`src/rra_sqrt.sv`:
```
// ----------------------------------------------------------------------------
// rra_sqrt
// pipelined restoring square root, one root bit per stage, of the radicand
// scaled by 4^(FRAC-1); a sideband word travels alongside
// ----------------------------------------------------------------------------
module rra_sqrt #(
  parameter int DW     = 28,
  parameter int FRAC   = 8,
  parameter int SIDE_W = 38
) (
  input  logic                            clk,
  input  logic                            rst,
  input  logic                            en,
  input  logic                            rad_valid,
  input  logic [DW-1:0]                   radicand,
  input  logic [SIDE_W-1:0]               rad_side,
  output logic                            root_valid,
  output logic [DW/2+FRAC-2:0]            root,
  output logic [SIDE_W-1:0]               root_side
);

  localparam int RW  = DW / 2 + FRAC - 1;
  localparam int RMW = RW + 2;

  logic              vld_q  [RW];
  logic [RW-1:0]     root_q [RW];
  logic [SIDE_W-1:0] side_q [RW];
  logic [DW-1:0]     rad_q  [RW-1];
  logic [RMW-1:0]    rem_q  [RW-1];

  for (genvar k = 0; k < RW; k++) begin : g_step
    logic              vld_s;
    logic [DW-1:0]     rad_s;
    logic [RMW-1:0]    rem_s;
    logic [RW-1:0]     root_s;
    logic [SIDE_W-1:0] side_s;
    logic [RMW-1:0]    cur, trial;
    logic              fit;

    if (k == 0) begin : g_first
      assign vld_s  = rad_valid;
      assign rad_s  = radicand;
      assign rem_s  = '0;
      assign root_s = '0;
      assign side_s = rad_side;
    end else begin : g_next
      assign vld_s  = vld_q[k-1];
      assign rad_s  = rad_q[k-1];
      assign rem_s  = rem_q[k-1];
      assign root_s = root_q[k-1];
      assign side_s = side_q[k-1];
    end

    // next two radicand bits drop into the partial remainder
    assign cur   = {rem_s[RMW-3:0], rad_s[DW-1:DW-2]};
    assign trial = {root_s, 2'b01};
    assign fit   = cur >= trial;

    always_ff @(posedge clk) begin
      if (rst) begin
        vld_q[k] <= 1'b0;
      end else if (en) begin
        vld_q[k] <= vld_s;
      end
    end

    always_ff @(posedge clk) begin
      if (en) begin
        root_q[k] <= {root_s[RW-2:0], fit};
        side_q[k] <= side_s;
      end
    end

    if (k < RW - 1) begin : g_rem
      always_ff @(posedge clk) begin
        if (en) begin
          rad_q[k] <= {rad_s[DW-3:0], 2'b00};
          rem_q[k] <= fit ? (cur - trial) : cur;
        end
      end
    end
  end

  assign root_valid = vld_q[RW-1];
  assign root       = root_q[RW-1];
  assign root_side  = side_q[RW-1];

endmodule

```
`config.mk`:
```
export PLATFORM = sky130hd
export DESIGN_NAME = rra_sqrt
export DESIGN_NICKNAME = d
export VERILOG_FILES = /design/src/rra_sqrt.sv
export SDC_FILE = /design/constraint.sdc
export NUM_CORES = 2
export LEC_CHECK = 0
export BUFFER_PORTS_ARGS = -buffer_cell sky130_fd_sc_hd__buf_2
export CAP_MARGIN = 20
export CORE_ASPECT_RATIO = 2
export CORE_MARGIN = 3
export CORE_UTILIZATION = 40
export DETAILED_ROUTE_END_ITERATION = 12
export HOLD_SLACK_MARGIN = 0.15
export PLACE_DENSITY_LB_ADDON = 0.3
export SLEW_MARGIN = 10
export SYNTH_ARGS = -nofsm -noshare
export SYNTH_HDL_FRONTEND = slang
export SYNTH_SLANG_ARGS = --single-unit
```
`constraint.sdc`:
```
create_clock -name clk -period 4.1 [get_ports clk]
set_input_delay 0.615 -clock clk [delete_from_list [all_inputs] [get_ports clk]]
set_output_delay 0.615 -clock clk [all_outputs]
set_load 0.05 [all_outputs]
```
==> impl_metrics.tcl <==
set metrics [dict create \
    final_util_pct 46.2 \
    max_stage_delay_ns 0.99 \
    crit_path_start_kind "flop" \
    crit_chain "ha_1, nand4_1, or2_2, o41ai_1, o211ai_1, nor3_1, xor2_1" \
    grt_pass1_vias 35700 \
    cp_max_fo 7 \
    ys_types 93 \
    worstReg2RegStart "rem_q[3][9]$_DFFE_PP_" \
    cts-root-buf "clkbuf_16" \
    ant_nets 0 \
    die_h_um 576 \
    synth_fp_nets 4477 \
    setup_ws_ns 0.387 \
    start_util_pct 40.4 \
    vias 33500 \
    dieArea_um2 167000 \
    fin_crit_sh_pct 90.6 \
    hold_slack_ns 0.330 \
    grt_max_degree 166 \
    hpwl_um 82400 \
    place_area_um2 68600 \
    grt_pass1_wl_um 184000 \
    worstPathArrival_ns 4.20 \
    cts_tree "built" \
    antenna_found_initial 3 \
    finClkSkew_ns 0.0524 \
    synth_cells 4161 \
    clk_path_buf_depth 4 \
    r2r_setup_slack_ns 0.39 \
    routedWlPerCell_um 17.6 \
    viasPerCell 4.97 \
    post_layout_nonfiller_instances 6740 \
    grt.total_usage_pct 14.0 \
    final-setup-viol-count 0 \
    critical-path-slowest-cell "o41ai_1" \
    layout.nets 4840 \
    async_reset_ff_share_pct 0 \
    routed_wl_um 119000 \
    ys_seq_area_share_pct 74.9 \
    rr_worst_depth 7 \
    rsz0062_at_grt "no" \
    post_cts_buffers 0 \
    drcViolationCount 0 \
    fmax_ghz 0.269 \
    fillCellCount 13900 \
    fin_setup_tns_ns 0 \
    path_delay_family "compound AO/OA/AOI/OAI gates" \
    syn2layout_area_growth_pct 14.4 \
    gr-total-overflow 0 \
    end_kind "flop" \
    layout-drive-gt1-share_pct 10.3 \
    power_density_nw_per_um2 546 \
    place_ws_ns 0.435 \
    syn_avg_cell_area_um2 15.6 \
    hold_path_class "in2reg" \
    die_w_um 291 \
    finalInstanceArea_um2 74200 \
    maxCapViolCount 0 \
    ir_drop_v 0.000405 \
    syn_area_um2 64900 \
    io_pins 130 \
    slew_headroom_pct 26.7 \
    yosysTopAreaCell "edfxtp_1" \
    gp_congestion 0.861 \
    synth_edf_count 1620 \
    hold_depth 1 \
    cts_buffers 156 \
    clkTransAtPathRegs_ns 0.06 \
    place_inst 6398 \
    critPathKind "reg2reg" \
    clock_latency_ns 0.79 \
    cp.required_ns 4.58 \
    worst_pin_slew_ns 1.10 \
    portBuffers 129 \
    core_area_um2 161000 \
    power.leakage_nw 27.5 \
    status "complete, no violations" \
    period_needed_ns 3.71 \
    yosys.area.top_type_share_pct 74.9 \
    power_mw 40.5 \
    synthFlopType "edfxtp_1" \
    holdPathEnd "side_q[0][39]$_DFFE_PP_" \
    htree_levels 4 \
    hold_viol_final 0 \
    row_count 208 \
    crit_buf_inv 0 \
    r2r-end "rem_q[3][42]$_DFFE_PP_" \
    synth_seq_cells 1620 \
    yosysWarnings 0 \
    min_from "en" \
    first_pass_iters 5 \
    clock-sinks 1620 \
    maxSlewViolCount 0 \
    ys_top_cells_by_area "edfxtp_1 (75%), ha_1 (4.6%), xor2_1 (2.0%)" \
    drtIter0Drc 1674 \
]
cells in the final DEF, fill, tap and decap left out, types with 13 or more instances in the layout:
| cell type | synthesis | final |
|---|---|---|
| o21ai_0 | 183 | 183 |
| clkbuf_1 | 33 | 21 |
| ha_1 | 240 | 240 |
| o31ai_1 | 21 | 21 |
| dlygate4sd3_1 | 0 | 68 |
| nor2_1 | 229 | 229 |
| nand4_1 | 21 | 21 |
| inv_1 | 317 | 317 |
| nand3_1 | 61 | 61 |
| buf_2 | 18 | 128 |
| o21a_1 | 58 | 58 |
| buf_12 | 0 | 13 |
| a21oi_1 | 224 | 224 |
| a31oi_1 | 22 | 22 |
| nor3_1 | 76 | 76 |
| nor4_1 | 41 | 41 |
| bufinv_16 | 0 | 17 |
| xnor2_1 | 135 | 135 |
| nor2b_1 | 37 | 37 |
| a211oi_1 | 21 | 21 |
| or3_1 | 30 | 30 |
| nand2_1 | 225 | 225 |
| clkbuf_16 | 0 | 157 |
| buf_4 | 1 | 51 |
| nand2b_1 | 57 | 57 |
| mux2_2 | 26 | 26 |
| and2_1 | 30 | 30 |
| a21o_1 | 60 | 60 |
| edfxtp_1 | 1620 | 1620 |
| xor2_1 | 145 | 145 |
| clkinv_1 | 0 | 33 |
| clkinv_2 | 0 | 24 |
state kept, by name (all words and copies together), names as in the netlist:
signal,count
vld_q,21
side_q,798
rem_q,388
root_q,231
rad_q,182
layer usage:
| metal | vias to the layer above | global-route usage, % | wire length, µm |
|---|---|---|---|
| met1 | 16300 | 10.8 | 34500 |
| met2 | 612 | 29.7 | 71100 |
| met3 | 360 | 1.94 | 3260 |
| met4 | 0 | 10.7 | 9960 |
| met5 | - | 0 | 0 |
| li1 | 16300 | - | - |
synthesized netlist by cell type (41+ instances only):
| master | instances |
|---|---|
| edfxtp_1 | 1620 |
| inv_1 | 317 |
| ha_1 | 240 |
| nor2_1 | 229 |
| nand2_1 | 225 |
| a21oi_1 | 224 |
| o21ai_0 | 183 |
| xor2_1 | 145 |
| xnor2_1 | 135 |
| nor3_1 | 76 |
| nand3_1 | 61 |
| a21o_1 | 60 |
| o21a_1 | 58 |
| nand2b_1 | 57 |
| nor4_1 | 41 |
area by class of cell:
class	instances	area (µm²)	area share, %
diodes	2	5.00	0.00674
clock buffers	178	4010	5.40
clock inverters	94	937	1.26
inverters	319	1200	1.61
multi-input cells	2167	14800	20.0
flip-flops and latches	1620	48600	65.5
well taps	2100	2630	3.54
repair buffers	260	1960	2.65
worst max path at each step:
stage / to / depth (start not counted) / from
finish: rem_q[3][42]$_DFFE_PP_ / 7 / rem_q[3][9]$_DFFE_PP_
detailed placement: rem_q[3][42]$_DFFE_PP_ / 7 / rem_q[3][9]$_DFFE_PP_
global placement: rem_q[3][42]$_DFFE_PP_ / 7 / rem_q[3][6]$_DFFE_PP_
CTS: rem_q[3][42]$_DFFE_PP_ / 7 / rem_q[3][6]$_DFFE_PP_
global route: rem_q[4][43]$_DFFE_PP_ / 9 / rem_q[4][0]$_SDFFCE_PP0P_
floorplan: rem_q[4][43]$_DFFE_PP_ / 11 / rem_q[4][0]$_SDFFCE_PP0P_
power by group:
group,internal [mW],switching (mW),total [mW]
registers,20.2,0.833,21.1
clock network,8.10,5.97,14.1
logic,2.19,3.18,5.37
total,30.5,9.98,40.5
worst register-to-register path, cell delays in order (launching register included):
cell      delay, ns
edfxtp_1       0.40
ha_1           0.46
nand4_1        0.32
or2_2          0.50
o41ai_1        0.99
o211ai_1       0.41
nor3_1         0.27
xor2_1         0.09
cell families after synthesis:
| family | share of synthesized area (%) |
|---|---|
| compound gates | 6.73 |
| xor+xnor | 3.80 |
| fa+ha+maj | 4.81 |
| buf+inv | 2.21 |
| flops | 74.9 |
| mux | 0.513 |
| other cells | 0.00578 |
| simple gates | 6.98 |
what timing repair did:
action	in CTS	in global routing
hold endpoints to repair	68	0
hold buffers	68	0
resized for setup	0	0
(Power assumes the default switching activity.)
