## src/rra_pkg.sv

```systemverilog
// ----------------------------------------------------------------------------
// rra_pkg
// shared widths, register indexes, pixel modes and pipeline sideband types
// for the rounded rectangle fill shader
// ----------------------------------------------------------------------------
package rra_pkg;

  localparam int COLOR_W    = 24;
  localparam int CFG_IDX_W  = 3;
  localparam int CFG_DATA_W = 24;
  localparam int SIZE_W     = 13;
  localparam int RADIUS_W   = 12;
  // signed rectangle edges, right and bottom edges reach 4095 + 8191
  localparam int EDGE_W     = 16;
  // doubled offset from arc centre inside a corner, |2*dx+1| < 8192
  localparam int OFS_W      = 15;
  // squared doubled distance, at most 2 * 8189^2
  localparam int DIST2_W    = 28;

  localparam logic [CFG_IDX_W-1:0] CFG_RECT_X         = 3'd0;
  localparam logic [CFG_IDX_W-1:0] CFG_RECT_Y         = 3'd1;
  localparam logic [CFG_IDX_W-1:0] CFG_RECT_W         = 3'd2;
  localparam logic [CFG_IDX_W-1:0] CFG_RECT_H         = 3'd3;
  localparam logic [CFG_IDX_W-1:0] CFG_CORNER_RADIUS  = 3'd4;
  localparam logic [CFG_IDX_W-1:0] CFG_FILL_COLOR     = 3'd5;
  localparam logic [CFG_IDX_W-1:0] CFG_SURFACE_WIDTH  = 3'd6;
  localparam logic [CFG_IDX_W-1:0] CFG_SURFACE_HEIGHT = 3'd7;

  typedef enum logic [1:0] {
    MODE_KEEP,
    MODE_FILL,
    MODE_ARC
  } mode_t;

  typedef struct packed {
    logic signed [SIZE_W-1:0] rect_x;
    logic signed [SIZE_W-1:0] rect_y;
    logic [SIZE_W-1:0]        rect_w;
    logic [SIZE_W-1:0]        rect_h;
    logic [RADIUS_W-1:0]      corner_radius;
    logic [COLOR_W-1:0]       fill_color;
    logic [SIZE_W-1:0]        surface_width;
    logic [SIZE_W-1:0]        surface_height;
  } cfg_t;

  typedef struct packed {
    logic [RADIUS_W-1:0] radius;
    mode_t               mode;
    logic [COLOR_W-1:0]  dest;
  } side_t;

endpackage

```

## src/rra_blend.sv

```systemverilog
// ----------------------------------------------------------------------------
// rra_blend
// three stage back end: coverage from radius and distance, channel products,
// rounding and final colour selection
// ----------------------------------------------------------------------------
module rra_blend #(
  parameter int FRAC = 8
) (
  input  logic                                      clk,
  input  logic                                      rst,
  input  logic                                      en,
  input  logic [rra_pkg::COLOR_W-1:0]               fill_color,
  input  logic                                      root_valid,
  input  logic [rra_pkg::DIST2_W/2+FRAC-2:0]        root,
  input  rra_pkg::side_t                            root_side,
  output logic                                      res_valid,
  output logic [rra_pkg::COLOR_W-1:0]               res_color,
  output logic                                      res_written
);

  localparam int CVW = rra_pkg::RADIUS_W + FRAC + 3;
  localparam int PRW = 8 + FRAC;

  // stage 1: coverage = radius + 1/2 - distance
  logic                           v1;
  logic [FRAC-1:0]                cov1;
  logic [rra_pkg::COLOR_W-1:0]    dest1;
  rra_pkg::mode_t                 mode1;
  logic signed [CVW-1:0]          cov_c;
  logic [CVW-1:0]                 half_c;
  rra_pkg::mode_t                 mode_c;

  assign half_c = CVW'(1) << (FRAC - 1);
  assign cov_c  = CVW'({root_side.radius, {FRAC{1'b0}}}) + half_c - CVW'(root);

  always_comb begin
    mode_c = root_side.mode;
    if (root_side.mode == rra_pkg::MODE_ARC) begin
      if (cov_c[CVW-1] || (cov_c == '0)) begin
        mode_c = rra_pkg::MODE_KEEP;
      end else if (cov_c[CVW-2:FRAC] != '0) begin
        mode_c = rra_pkg::MODE_FILL;
      end
    end
  end

  always_ff @(posedge clk) begin
    if (rst) begin
      v1 <= 1'b0;
    end else if (en) begin
      v1 <= root_valid;
    end
  end

  always_ff @(posedge clk) begin
    if (en) begin
      cov1  <= cov_c[FRAC-1:0];
      dest1 <= root_side.dest;
      mode1 <= mode_c;
    end
  end

  // stage 2: per channel products
  logic                           v2;
  logic [rra_pkg::COLOR_W-1:0]    dest2;
  rra_pkg::mode_t                 mode2;
  logic [PRW-1:0]                 pf2 [3];
  logic [PRW-1:0]                 pd2 [3];
  logic [FRAC-1:0]                inv_c;

  // one - cov, taken modulo one since cov is never zero for a pixel left in arc mode
  assign inv_c = '0 - cov1;

  always_ff @(posedge clk) begin
    if (rst) begin
      v2 <= 1'b0;
    end else if (en) begin
      v2 <= v1;
    end
  end

  always_ff @(posedge clk) begin
    if (en) begin
      dest2 <= dest1;
      mode2 <= mode1;
      for (int ch = 0; ch < 3; ch++) begin
        pf2[ch] <= PRW'(fill_color[8*ch +: 8]) * PRW'(cov1);
        pd2[ch] <= PRW'(dest1[8*ch +: 8]) * PRW'(inv_c);
      end
    end
  end

  // stage 3: round, shift and select
  logic [rra_pkg::COLOR_W-1:0]    blend_c;
  logic [PRW:0]                   sum_c [3];
  logic [rra_pkg::COLOR_W-1:0]    color_c;
  logic                           wr_c;

  always_comb begin
    for (int ch = 0; ch < 3; ch++) begin
      sum_c[ch] = {1'b0, pf2[ch]} + {1'b0, pd2[ch]} + ((PRW + 1)'(1) << (FRAC - 1));
      blend_c[8*ch +: 8] = sum_c[ch][FRAC +: 8];
    end
  end

  always_comb begin
    unique case (mode2)
      rra_pkg::MODE_FILL: begin
        color_c = fill_color;
        wr_c    = 1'b1;
      end
      rra_pkg::MODE_ARC: begin
        color_c = blend_c;
        wr_c    = 1'b1;
      end
      default: begin
        color_c = dest2;
        wr_c    = 1'b0;
      end
    endcase
  end

  always_ff @(posedge clk) begin
    if (rst) begin
      res_valid <= 1'b0;
    end else if (en) begin
      res_valid <= v2;
    end
  end

  always_ff @(posedge clk) begin
    if (en) begin
      res_color   <= color_c;
      res_written <= wr_c;
    end
  end

endmodule

```

## config.mk

```make
export PLATFORM = sky130hd
export DESIGN_NAME = rra_blend
export DESIGN_NICKNAME = d
export VERILOG_FILES = /design/src/rra_pkg.sv /design/src/rra_blend.sv
export SDC_FILE = /design/constraint.sdc
export NUM_CORES = 1
export LEC_CHECK = 0
export ABC_AREA = 1
export ABC_CLOCK_PERIOD_IN_PS = 10200
export BUFFER_PORTS_ARGS = -buffer_cell sky130_fd_sc_hd__buf_2
export CAP_MARGIN = 20
export CORE_ASPECT_RATIO = 0.9
export CORE_MARGIN = 2
export CORE_UTILIZATION = 35
export DETAILED_ROUTE_END_ITERATION = 10
export GPL_TIMING_DRIVEN = 0
export MAX_ROUTING_LAYER = met4
export PLACE_DENSITY_LB_ADDON = 0.1
export SYNTH_ARGS = -nofsm -noshare
export SYNTH_HDL_FRONTEND = slang
export SYNTH_SLANG_ARGS = --single-unit
```

## constraint.sdc

```tcl
create_clock -name clk -period 10.2 [get_ports clk]
set_input_delay 2.04 -clock clk [delete_from_list [all_inputs] [get_ports clk]]
set_output_delay 2.04 -clock clk [all_outputs]
set_load 0.005 [all_outputs]
```

==> results of run 1 <==
[stage by stage]
stage          cells  util, %  area (um^2)
3_5_place_dp    3548     37.7        23500
5_1_grt         3580     38.6        24100
3_3_place_gp    3547     37.7        23500
6_report        3580     38.6        24100
2_1_floorplan   2614        -        22000
4_1_cts         3580     38.6        24100
[how the worst max path moves through the flow]
| stage | end | depth (start not counted) | slack [ns] | start |
|---|---|---|---|---|
| 6_report | pd2[0][31] | 24 | 2.83 | cov1[0] |
| 5_1_grt | pd2[0][31] | 24 | 2.42 | cov1[0] |
| 4_1_cts | pd2[0][31] | 24 | 2.80 | cov1[0] |
| 3_5_place_dp | pd2[0][31] | 24 | 2.82 | cov1[0] |
| 3_3_place_gp | pd2[0][12] | 23 | 2.86 | cov1[0] |
| 2_1_floorplan | pf2[0][14] | 18 | 4.22 | fill_color[5] |
[worst max-delay path, delay by kind of cell (launching register included)]
kind            cells  cell delay (ns)
xor+xnor            2             0.39
fa+ha+maj           6             2.59
simple gates        4             0.34
flops               1             0.42
buf+inv             8             2.50
compound gates      4             0.84
[metal layers]
metal  GRT usage (%)  vias up
met2            31.9      302
met3            2.48       52
met4            5.41        0
met5               -        -
li1                -     8370
met1            28.3     8093
[layout by cell type (no fill, tap or decap), types with 2 or more instances in the layout]
cell type | synthesis | routed
clkinvlp_4 | 0 | 3
buf_2 | 8 | 95
edfxtp_1 | 181 | 181
nand2_2 | 2 | 2
clkbuf_16 | 0 | 17
clkinv_1 | 1 | 2
inv_1 | 597 | 597
inv_8 | 0 | 5
ha_1 | 314 | 314
nor3_1 | 10 | 10
o221ai_1 | 6 | 6
clkbuf_1 | 51 | 51
a211oi_1 | 2 | 2
nor2_1 | 210 | 210
xor2_1 | 55 | 55
inv_6 | 0 | 2
nand3_1 | 58 | 58
o21ai_1 | 4 | 4
a221oi_1 | 3 | 3
buf_1 | 14 | 14
nor2_2 | 8 | 8
a31oi_1 | 4 | 4
fa_1 | 216 | 216
clkinv_4 | 0 | 2
a21boi_0 | 14 | 14
a21oi_1 | 169 | 169
or2_2 | 2 | 2
nand2_1 | 538 | 538
inv_2 | 2 | 2
nand3b_1 | 9 | 9
dfxtp_1 | 3 | 3
o21ai_0 | 66 | 66
a21o_1 | 4 | 4
nand4_1 | 16 | 16
o2111ai_1 | 2 | 2
o21bai_1 | 4 | 4
xnor2_1 | 31 | 31
[flip-flops by register name, summed over array words and instances (netlist names), 2 cells and up]
register / count
pf2: 48
pd2: 48
mode1: 2
dest2: 24
cov1: 8
dest1: 24
res_color: 24
mode2: 2
[layout make-up]
type,instances,area (um^2)
plain buffers,74,292
clock buffers,17,425
clock inverters,15,139
fillers,6378,38300
inverters,600,2250
multi-input cells,1756,14000
flip-flops and latches,184,5500
well taps,845,1060
repair buffers,89,478
[cell families after synthesis]
kind of cell    share of synthesized area, %
xor+xnor                                3.42
fa+ha+maj                               37.5
flops                                   25.0
buf+inv                                 11.6
compound gates                          6.87
simple gates                            15.7
[report_power, final]
group          internal (mW)  leakage, nW  total [mW]  switching (mW)
clock network          0.322        0.270       0.675           0.354
logic                   1.74         10.8        4.50            2.77
registers               1.24         1.81        1.36           0.126
total                   3.29         12.9        6.54            3.25
==> key figures, run 1 <==
Worst setup path
  • Reg2reg end: pd2[0][31]
  • R2R depth: 24
  • Worst setup EP type: flop
  • Crit-path max cell delay: 0.89 ns
  • Max Fanout on Critical Path: 10
  • Critical R2R Launch: cov1[0]
  • FF-to-FF setup slack: between 2 and 3 ns
  • WS Path Type: reg -> reg
  • Data required, critical path: 10.46 ns
  • Critical path arrival: 7.63 ns
  • Crit path max-delay cell type: buf_1
  • Worst Setup Start Kind: flop
  • CP Cell Sequence: clkbuf_1 > clkbuf_1 > buf_1 > inv_1 > ha_1 > xnor2_1 > inv_1 > clkbuf_1 > nor2_1 > fa_1 > fa_1 > inv_1 > fa_1 > fa_1 > inv_1 > ha_1 > nand2_1 > o21ai_0 > a21oi_1 > o21ai_0 > a21oi_1 > nor2_1 > nor2_1 > xor2_1

Logic synthesis
  • Register area share after synthesis: 25.0%
  • EDFF count, synth: 181
  • Top post-synthesis cells by count: 597 x inv_1, 538 x nand2_1, 314 x ha_1
  • Register bit total from synthesis: between 150 and 200
  • Area leader, netlist: edfxtp_1
  • Syn. warnings: 0
  • Net Count, Synth: about 3200
  • Syn Inst Count: 2614
  • Netlist cell types: 42
  • Synth Cell Area: 22000 um^2
  • Mapped Avg Cell Area: 8.42 um^2
  • Ys flop type: edfxtp_1
  • Most common cell in the synthesized netlist: inv_1
  • Post-synth top area share: between 20% and 30%
  • Ys async rst share: 0%
  • Top post-synthesis cells by area: edfxtp_1 25%, fa_1 20%, ha_1 18%

Clock network
  • Post-CTS sizing: 0
  • H-tree Lvls: 4
  • CTS max path bufs: 2
  • CTS tree: yes
  • CTS Hold Buffers Added: 0
  • Clk Tree Root Cell: clkbuf_16
  • Worst-Skew Late Latency: 0.51 ns
  • Clk sinks: approximately 180
  • Total setup buffers inserted after CTS: 0
  • CTS buffer count: 17
  • Reg clk slew, reported paths: 0.08 ns

Global route
  • Global-route wire length before repair: just under 100000 um
  • Gr ovfl total: 0
  • Pin count of the biggest net entering global routing: 109
  • GR Util All Layers: 20.5%
  • Number of global-route vias before repair: 17296
  • Initial antenna violation count: 0

Placement
  • HPWL after DPL: 49100 um
  • Gp weighted congestion: 0.870
  • Port Buffer Count: 88
  • Post-place setup slack: 2.82 ns

Pwr
  • PwrDens: 271 nW/um^2
  • Total power: 6.54 mW
  • Leakage power: 12.9 nW
  • Peak VDD IR: 0.167 mV

Route
  • Routed WL: 61100 um
  • Per-cell routed wire length: 17.1 um
  • M1 WL: 30200 um
  • DR vias: 16817
  • Routed length on met2: 27900 um
  • Residual DRC count: 0
  • Top layer in use: met4
  • DRT antenna net count: 0
  • Vias per cell: 4.70
  • Wire length on met3: approximately 1900 um
  • DRT Pass-1 Iters: 5
  • Violation count after the first detailed-routing iteration: 751

Timing
  • Post-Route Setup TNS: 0 ns
  • PnR worst setup slack: 2.83 ns
  • Fmax: 136 MHz
  • Final hold vios: 0
  • Skew final: 0.0113 ns
  • RSZ-0062 raised after global routing: no
  • Final period utilization: between 70% and 80%
  • Worst rel slew slack: 25.8%
  • Number of setup violations in the final report: 0
  • Slew Limit Fails: 0
  • Hold WS: 0.419 ns
  • Worst-Margin Slew: 1.11 ns
  • Crit path time final: 7.37 ns

Status
  • Status: completed

Min path
  • Hold crit path type: reg -> reg
  • Hold Path End: mode2[0]
  • Hold Path Depth: 0
  • Hold path start: mode1[0]

Floorplan
  • Die Ht: 242 um
  • Initial Util: 35.3%
  • Die area: 64900 um^2
  • IO Count: 113
  • Core area: approximately 62000 um^2
  • Rows: 87
  • Die Wd: approximately 270 um

Cells and area
  • Area grow syn2layout: 9.54%
  • Share of post-route cells with drive strength above 1: 5.34%
  • Total Nets Final: 3339
  • Diodes inserted: 0

Flow run
  • Max-cap violations: 0
No activity file was read; power rests on OpenSTA's default activity.
==> inputs of run 2 (changes only) <==
Settings changed: ABC_AREA 1 to 0, ABC_CLOCK_PERIOD_IN_PS 10200 to 7500.
Clock period 10.2 ns to 7.5 ns, I/O delays scaled along.
==> run 2 against run 1 <==
Net effect:
- worst setup slack got worse by 1.6 ns
- first-iteration DRC count grew 3.9%
- synthesized cell count decreased by 20%
- clock-buffer cell count unchanged
- die area shrank 4.0%
- synthesized area decreased by 4.0%
- sequential share of layout area rose by 0.87 points
- clock power is 39% higher
- largest cell class unchanged
- largest power group unchanged
==> key figures, run 2 <==
Route
  • Routed WL: 56400 um (-7.7%)
  • DRT antenna net count: 0 (unchanged)
  • Per-cell routed wire length: 18.7 um (+9.8%)
  • Violation count after the first detailed-routing iteration: 780 (+3.9%)
  • DRT Pass-1 Iters: 5 (unchanged)
  • DR vias: 14805 (-12%)
  • Vias per cell: 4.92 (+4.7%)
  • Residual DRC count: 0 (unchanged)

Status
  • Status: completed

Floorplan
  • Rows: 85 (-2.3%)
  • Core area: 59800 um^2 (-4.2%)
  • Die Wd: 263 um (-2.0%)
  • Die area: 62300 um^2 (-4.0%)
  • Die Ht: 237 um (-2.0%)
  • IO Count: 113 (unchanged)
  • Initial Util: 35.3% (+0.048 points)

Worst setup path
  • Crit-path max cell delay: 0.63 ns (-0.26 ns)
  • WS Path Type: reg -> reg
  • Data required, critical path: 7.75 ns (-2.71 ns)
  • Max Fanout on Critical Path: 10 (unchanged)
  • Worst path most repeated cell: fa_1
  • Crit path max-delay cell type: xnor2_1
  • Worst setup EP type: flop
  • CP Cell Sequence: clkbuf_1 > nor2_1 > nand2_1 > nor3_1 > xnor2_1 > clkbuf_1 > nand2_1 > fa_1 > fa_1 > inv_1 > fa_1 > inv_1 > fa_1 > inv_1 > ha_1 > a21o_1 > a31o_2 > a41oi_1 > a21oi_1 > xnor2_1
  • Worst Setup Start Kind: flop
  • Critical path arrival: 6.56 ns (-1.07 ns)

Placement
  • Port Buffer Count: 99 (+13%)
  • Placed Instance Area: 22600 um^2 (-3.9%)
  • Gp weighted congestion: 0.828 (-4.9%)
  • HPWL after DPL: 44100 um (-10%)

Logic synthesis
  • Top post-synthesis cells by count: 362 x inv_1, 314 x ha_1, 235 x and2_1
  • Top post-synthesis cells by area: edfxtp_1 26%, fa_1 20%, ha_1 19%
  • EDFF count, synth: 181 (unchanged)
  • Post-synth top area share: 25.7% (+1.0 points)
  • Ys flop type: edfxtp_1
  • Synth Cell Area: 21100 um^2 (-4.0%)
  • Netlist cell types: 70 (+67%)
  • Area leader, netlist: edfxtp_1
  • Register bit total from synthesis: 184 (unchanged)
  • Most common cell in the synthesized netlist: inv_1
  • Ys async rst share: 0% (unchanged)
  • Register area share after synthesis: 26.0% (+1.1 points)
  • Mapped Avg Cell Area: 10.1 um^2 (+20%)
  • Syn. warnings: 0 (unchanged)
  • Net Count, Synth: 2710 (-16%)
  • Syn Inst Count: 2093 (-20%)

Pwr
  • Peak VDD IR: 0.155 mV (-7.0%)
  • Leakage power: 11.1 nW (-14%)
  • Net Switching: 3.75 mW (+16%)
  • P_int: 4.69 mW (+42%)
  • PwrDens: 364 nW/um^2 (+34%)
  • Clock share of power: 11.1% (+0.8 points)
  • Switching Share: 44.4% (-5.2 points)
  • Combinational power share: 66.8% (-2.1 points)
  • Seq pwr share: 22.0% (+1.2 points)

Clock network
  • Clk Tree Root Cell: clkbuf_16
  • Reg clk slew, reported paths: 0.08 ns (about the same)
  • CTS max path bufs: 2 (unchanged)
  • Post-CTS sizing: 0 (unchanged)
  • Worst-Skew Late Latency: 0.51 ns (about the same)
  • CTS buffer count: 17 (unchanged)
  • CTS Hold Buffers Added: 0 (unchanged)
  • H-tree Lvls: 4 (unchanged)
  • Total setup buffers inserted after CTS: 0 (unchanged)
  • CTS tree: yes
  • Clk sinks: 184 (unchanged)

Global route
  • Global-route wire length before repair: 89800 um (-8.3%)
  • Gr ovfl total: 0 (unchanged)
  • Pin count of the biggest net entering global routing: 116 (+6.4%)
  • GR Util All Layers: 19.8% (-0.78 points)
  • Number of global-route vias before repair: 15570 (-10%)
  • Initial antenna violation count: 1 (+1)

Timing
  • Final hold vios: 0 (unchanged)
  • Fmax: 158 MHz (+17%)
  • RSZ-0062 raised after global routing: no
  • Worst-Margin Slew: 1.02 ns (-0.0952 ns)
  • Post-Route Setup TNS: 0 ns (unchanged)
  • Slew Limit Fails: 0 (unchanged)
  • Number of setup violations in the final report: 0 (unchanged)
  • Crit path time final: 6.32 ns (-1.05 ns)
  • Worst rel slew slack: 32.2% (+6.3 points)
  • Skew final: 0.00718 ns (-0.00415 ns)
  • Final period utilization: 84.2% (+12 points)

Cells and area
  • Largest regs: pd2 x48, pf2 x48
  • Commonest non-fill, non-tap cell in the layout: inv_1
  • Area grow syn2layout: 9.97%
  • Total Nets Final: 2829 (-15%)
  • Final Cell Area: 23200 um^2 (-3.7%)
  • Share of post-route cells with drive strength above 1: 6.97% (+1.6 points)
  • Commonest cells after routing, fill and taps aside: 362 x inv_1, 314 x ha_1, 235 x and2_1

Min path
  • Hold crit path type: reg -> reg

Flow run
  • Max-cap violations: 0 (unchanged)
## run 2: cell count changes in the layout (fill, tap and decap cells not counted), moves of 17 or more
| cell | delta |
|---|---|
| inv_1 | -235 |
| a21o_1 | +19 |
| xor2_1 | -26 |
| xnor2_1 | +56 |
| nor2b_1 | +17 |
| o21ai_0 | -47 |
| nand2_1 | -311 |
| nand3_1 | -38 |
| nor2_1 | -177 |
| and2_1 | +234 |
| a21oi_1 | -96 |
## run 2: worst max-delay path, delay by kind of cell, from the launching register on
| family | cells | cell delay (ns) |
|---|---|---|
| xor+xnor | 2 | 0.80 |
| flops | 1 | 0.32 |
| compound gates | 4 | 0.84 |
| buf+inv | 5 | 1.31 |
| simple gates | 4 | 0.53 |
| fa+ha+maj | 5 | 2.25 |
## run 2: cell type report
type                            instances  area, um^2
Buffer                                 63         241
Inverter                              362        1360
Clock inverter                         15         160
Timing Repair Buffer                  100         533
Tap cell                              783         980
Antenna cell                            3        7.51
Clock buffer                           17         425
Fill cell                            6028       36500
Multi-Input combinational cell       1484       14000
Sequential cell                       184        5500
## run 2: path summary, 6_finish.rpt
check	slack [ns]	startpoint	to	depth (start not counted)
setup reg to reg	1.18	cov1[3]	pd2[0][47]	20
hold reg to reg	0.43	mode1[1]	mode2[1]	0
hold / removal	0.43	mode1[1]	mode2[1]	0
setup / recovery	1.18	cov1[3]	pd2[0][47]	20
## run 2: routing by layer
metal  track usage, %  share of wire (%)  routed length (um)
met3             3.01                4.4                2500
met1             27.2                 49               27600
met5                -                  0                   0
met2             30.1                 45               25200
met4             5.77                2.2                1220
## run 2: cells by family (layout without fill, tap and decap cells)
logic type,Yosys count,after routing,share of synthesized area [%]
compound gates,222,222,7.31
other cells,0,3,0
fa+ha+maj,530,530,39.1
flops,184,184,26.0
buf+inv,425,557,7.58
xor+xnor,116,116,4.81
mux,3,3,0.142
simple gates,613,613,15.0
## run 2: per-stage QoR
stage / util (%) / power, mW / std cells / setup WS [ns] / hold WS, ns
floorplan: - / 6.13 / 2093 / 1.96 / 0.400
global placement: 37.8 / 7.50 / 2975 / 1.22 / 0.407
detailed placement: 37.9 / 7.52 / 2976 / 1.25 / 0.409
CTS: 38.8 / 8.57 / 3008 / 1.23 / 0.433
global route: 38.8 / 9.42 / 3008 / 0.888 / 0.443
finish: 38.9 / 8.44 / 3011 / 1.18 / 0.426
## run 2: power groups by stage
stage          Sequential, mW  Clock, mW  Combinational, mW
2_1_floorplan            1.78          0               4.35
3_3_place_gp             1.89          0               5.61
3_5_place_dp             1.88          0               5.64
4_1_cts                  1.86      0.982               5.72
5_1_grt                  1.89       1.01               6.53
6_report                 1.86      0.940               5.64
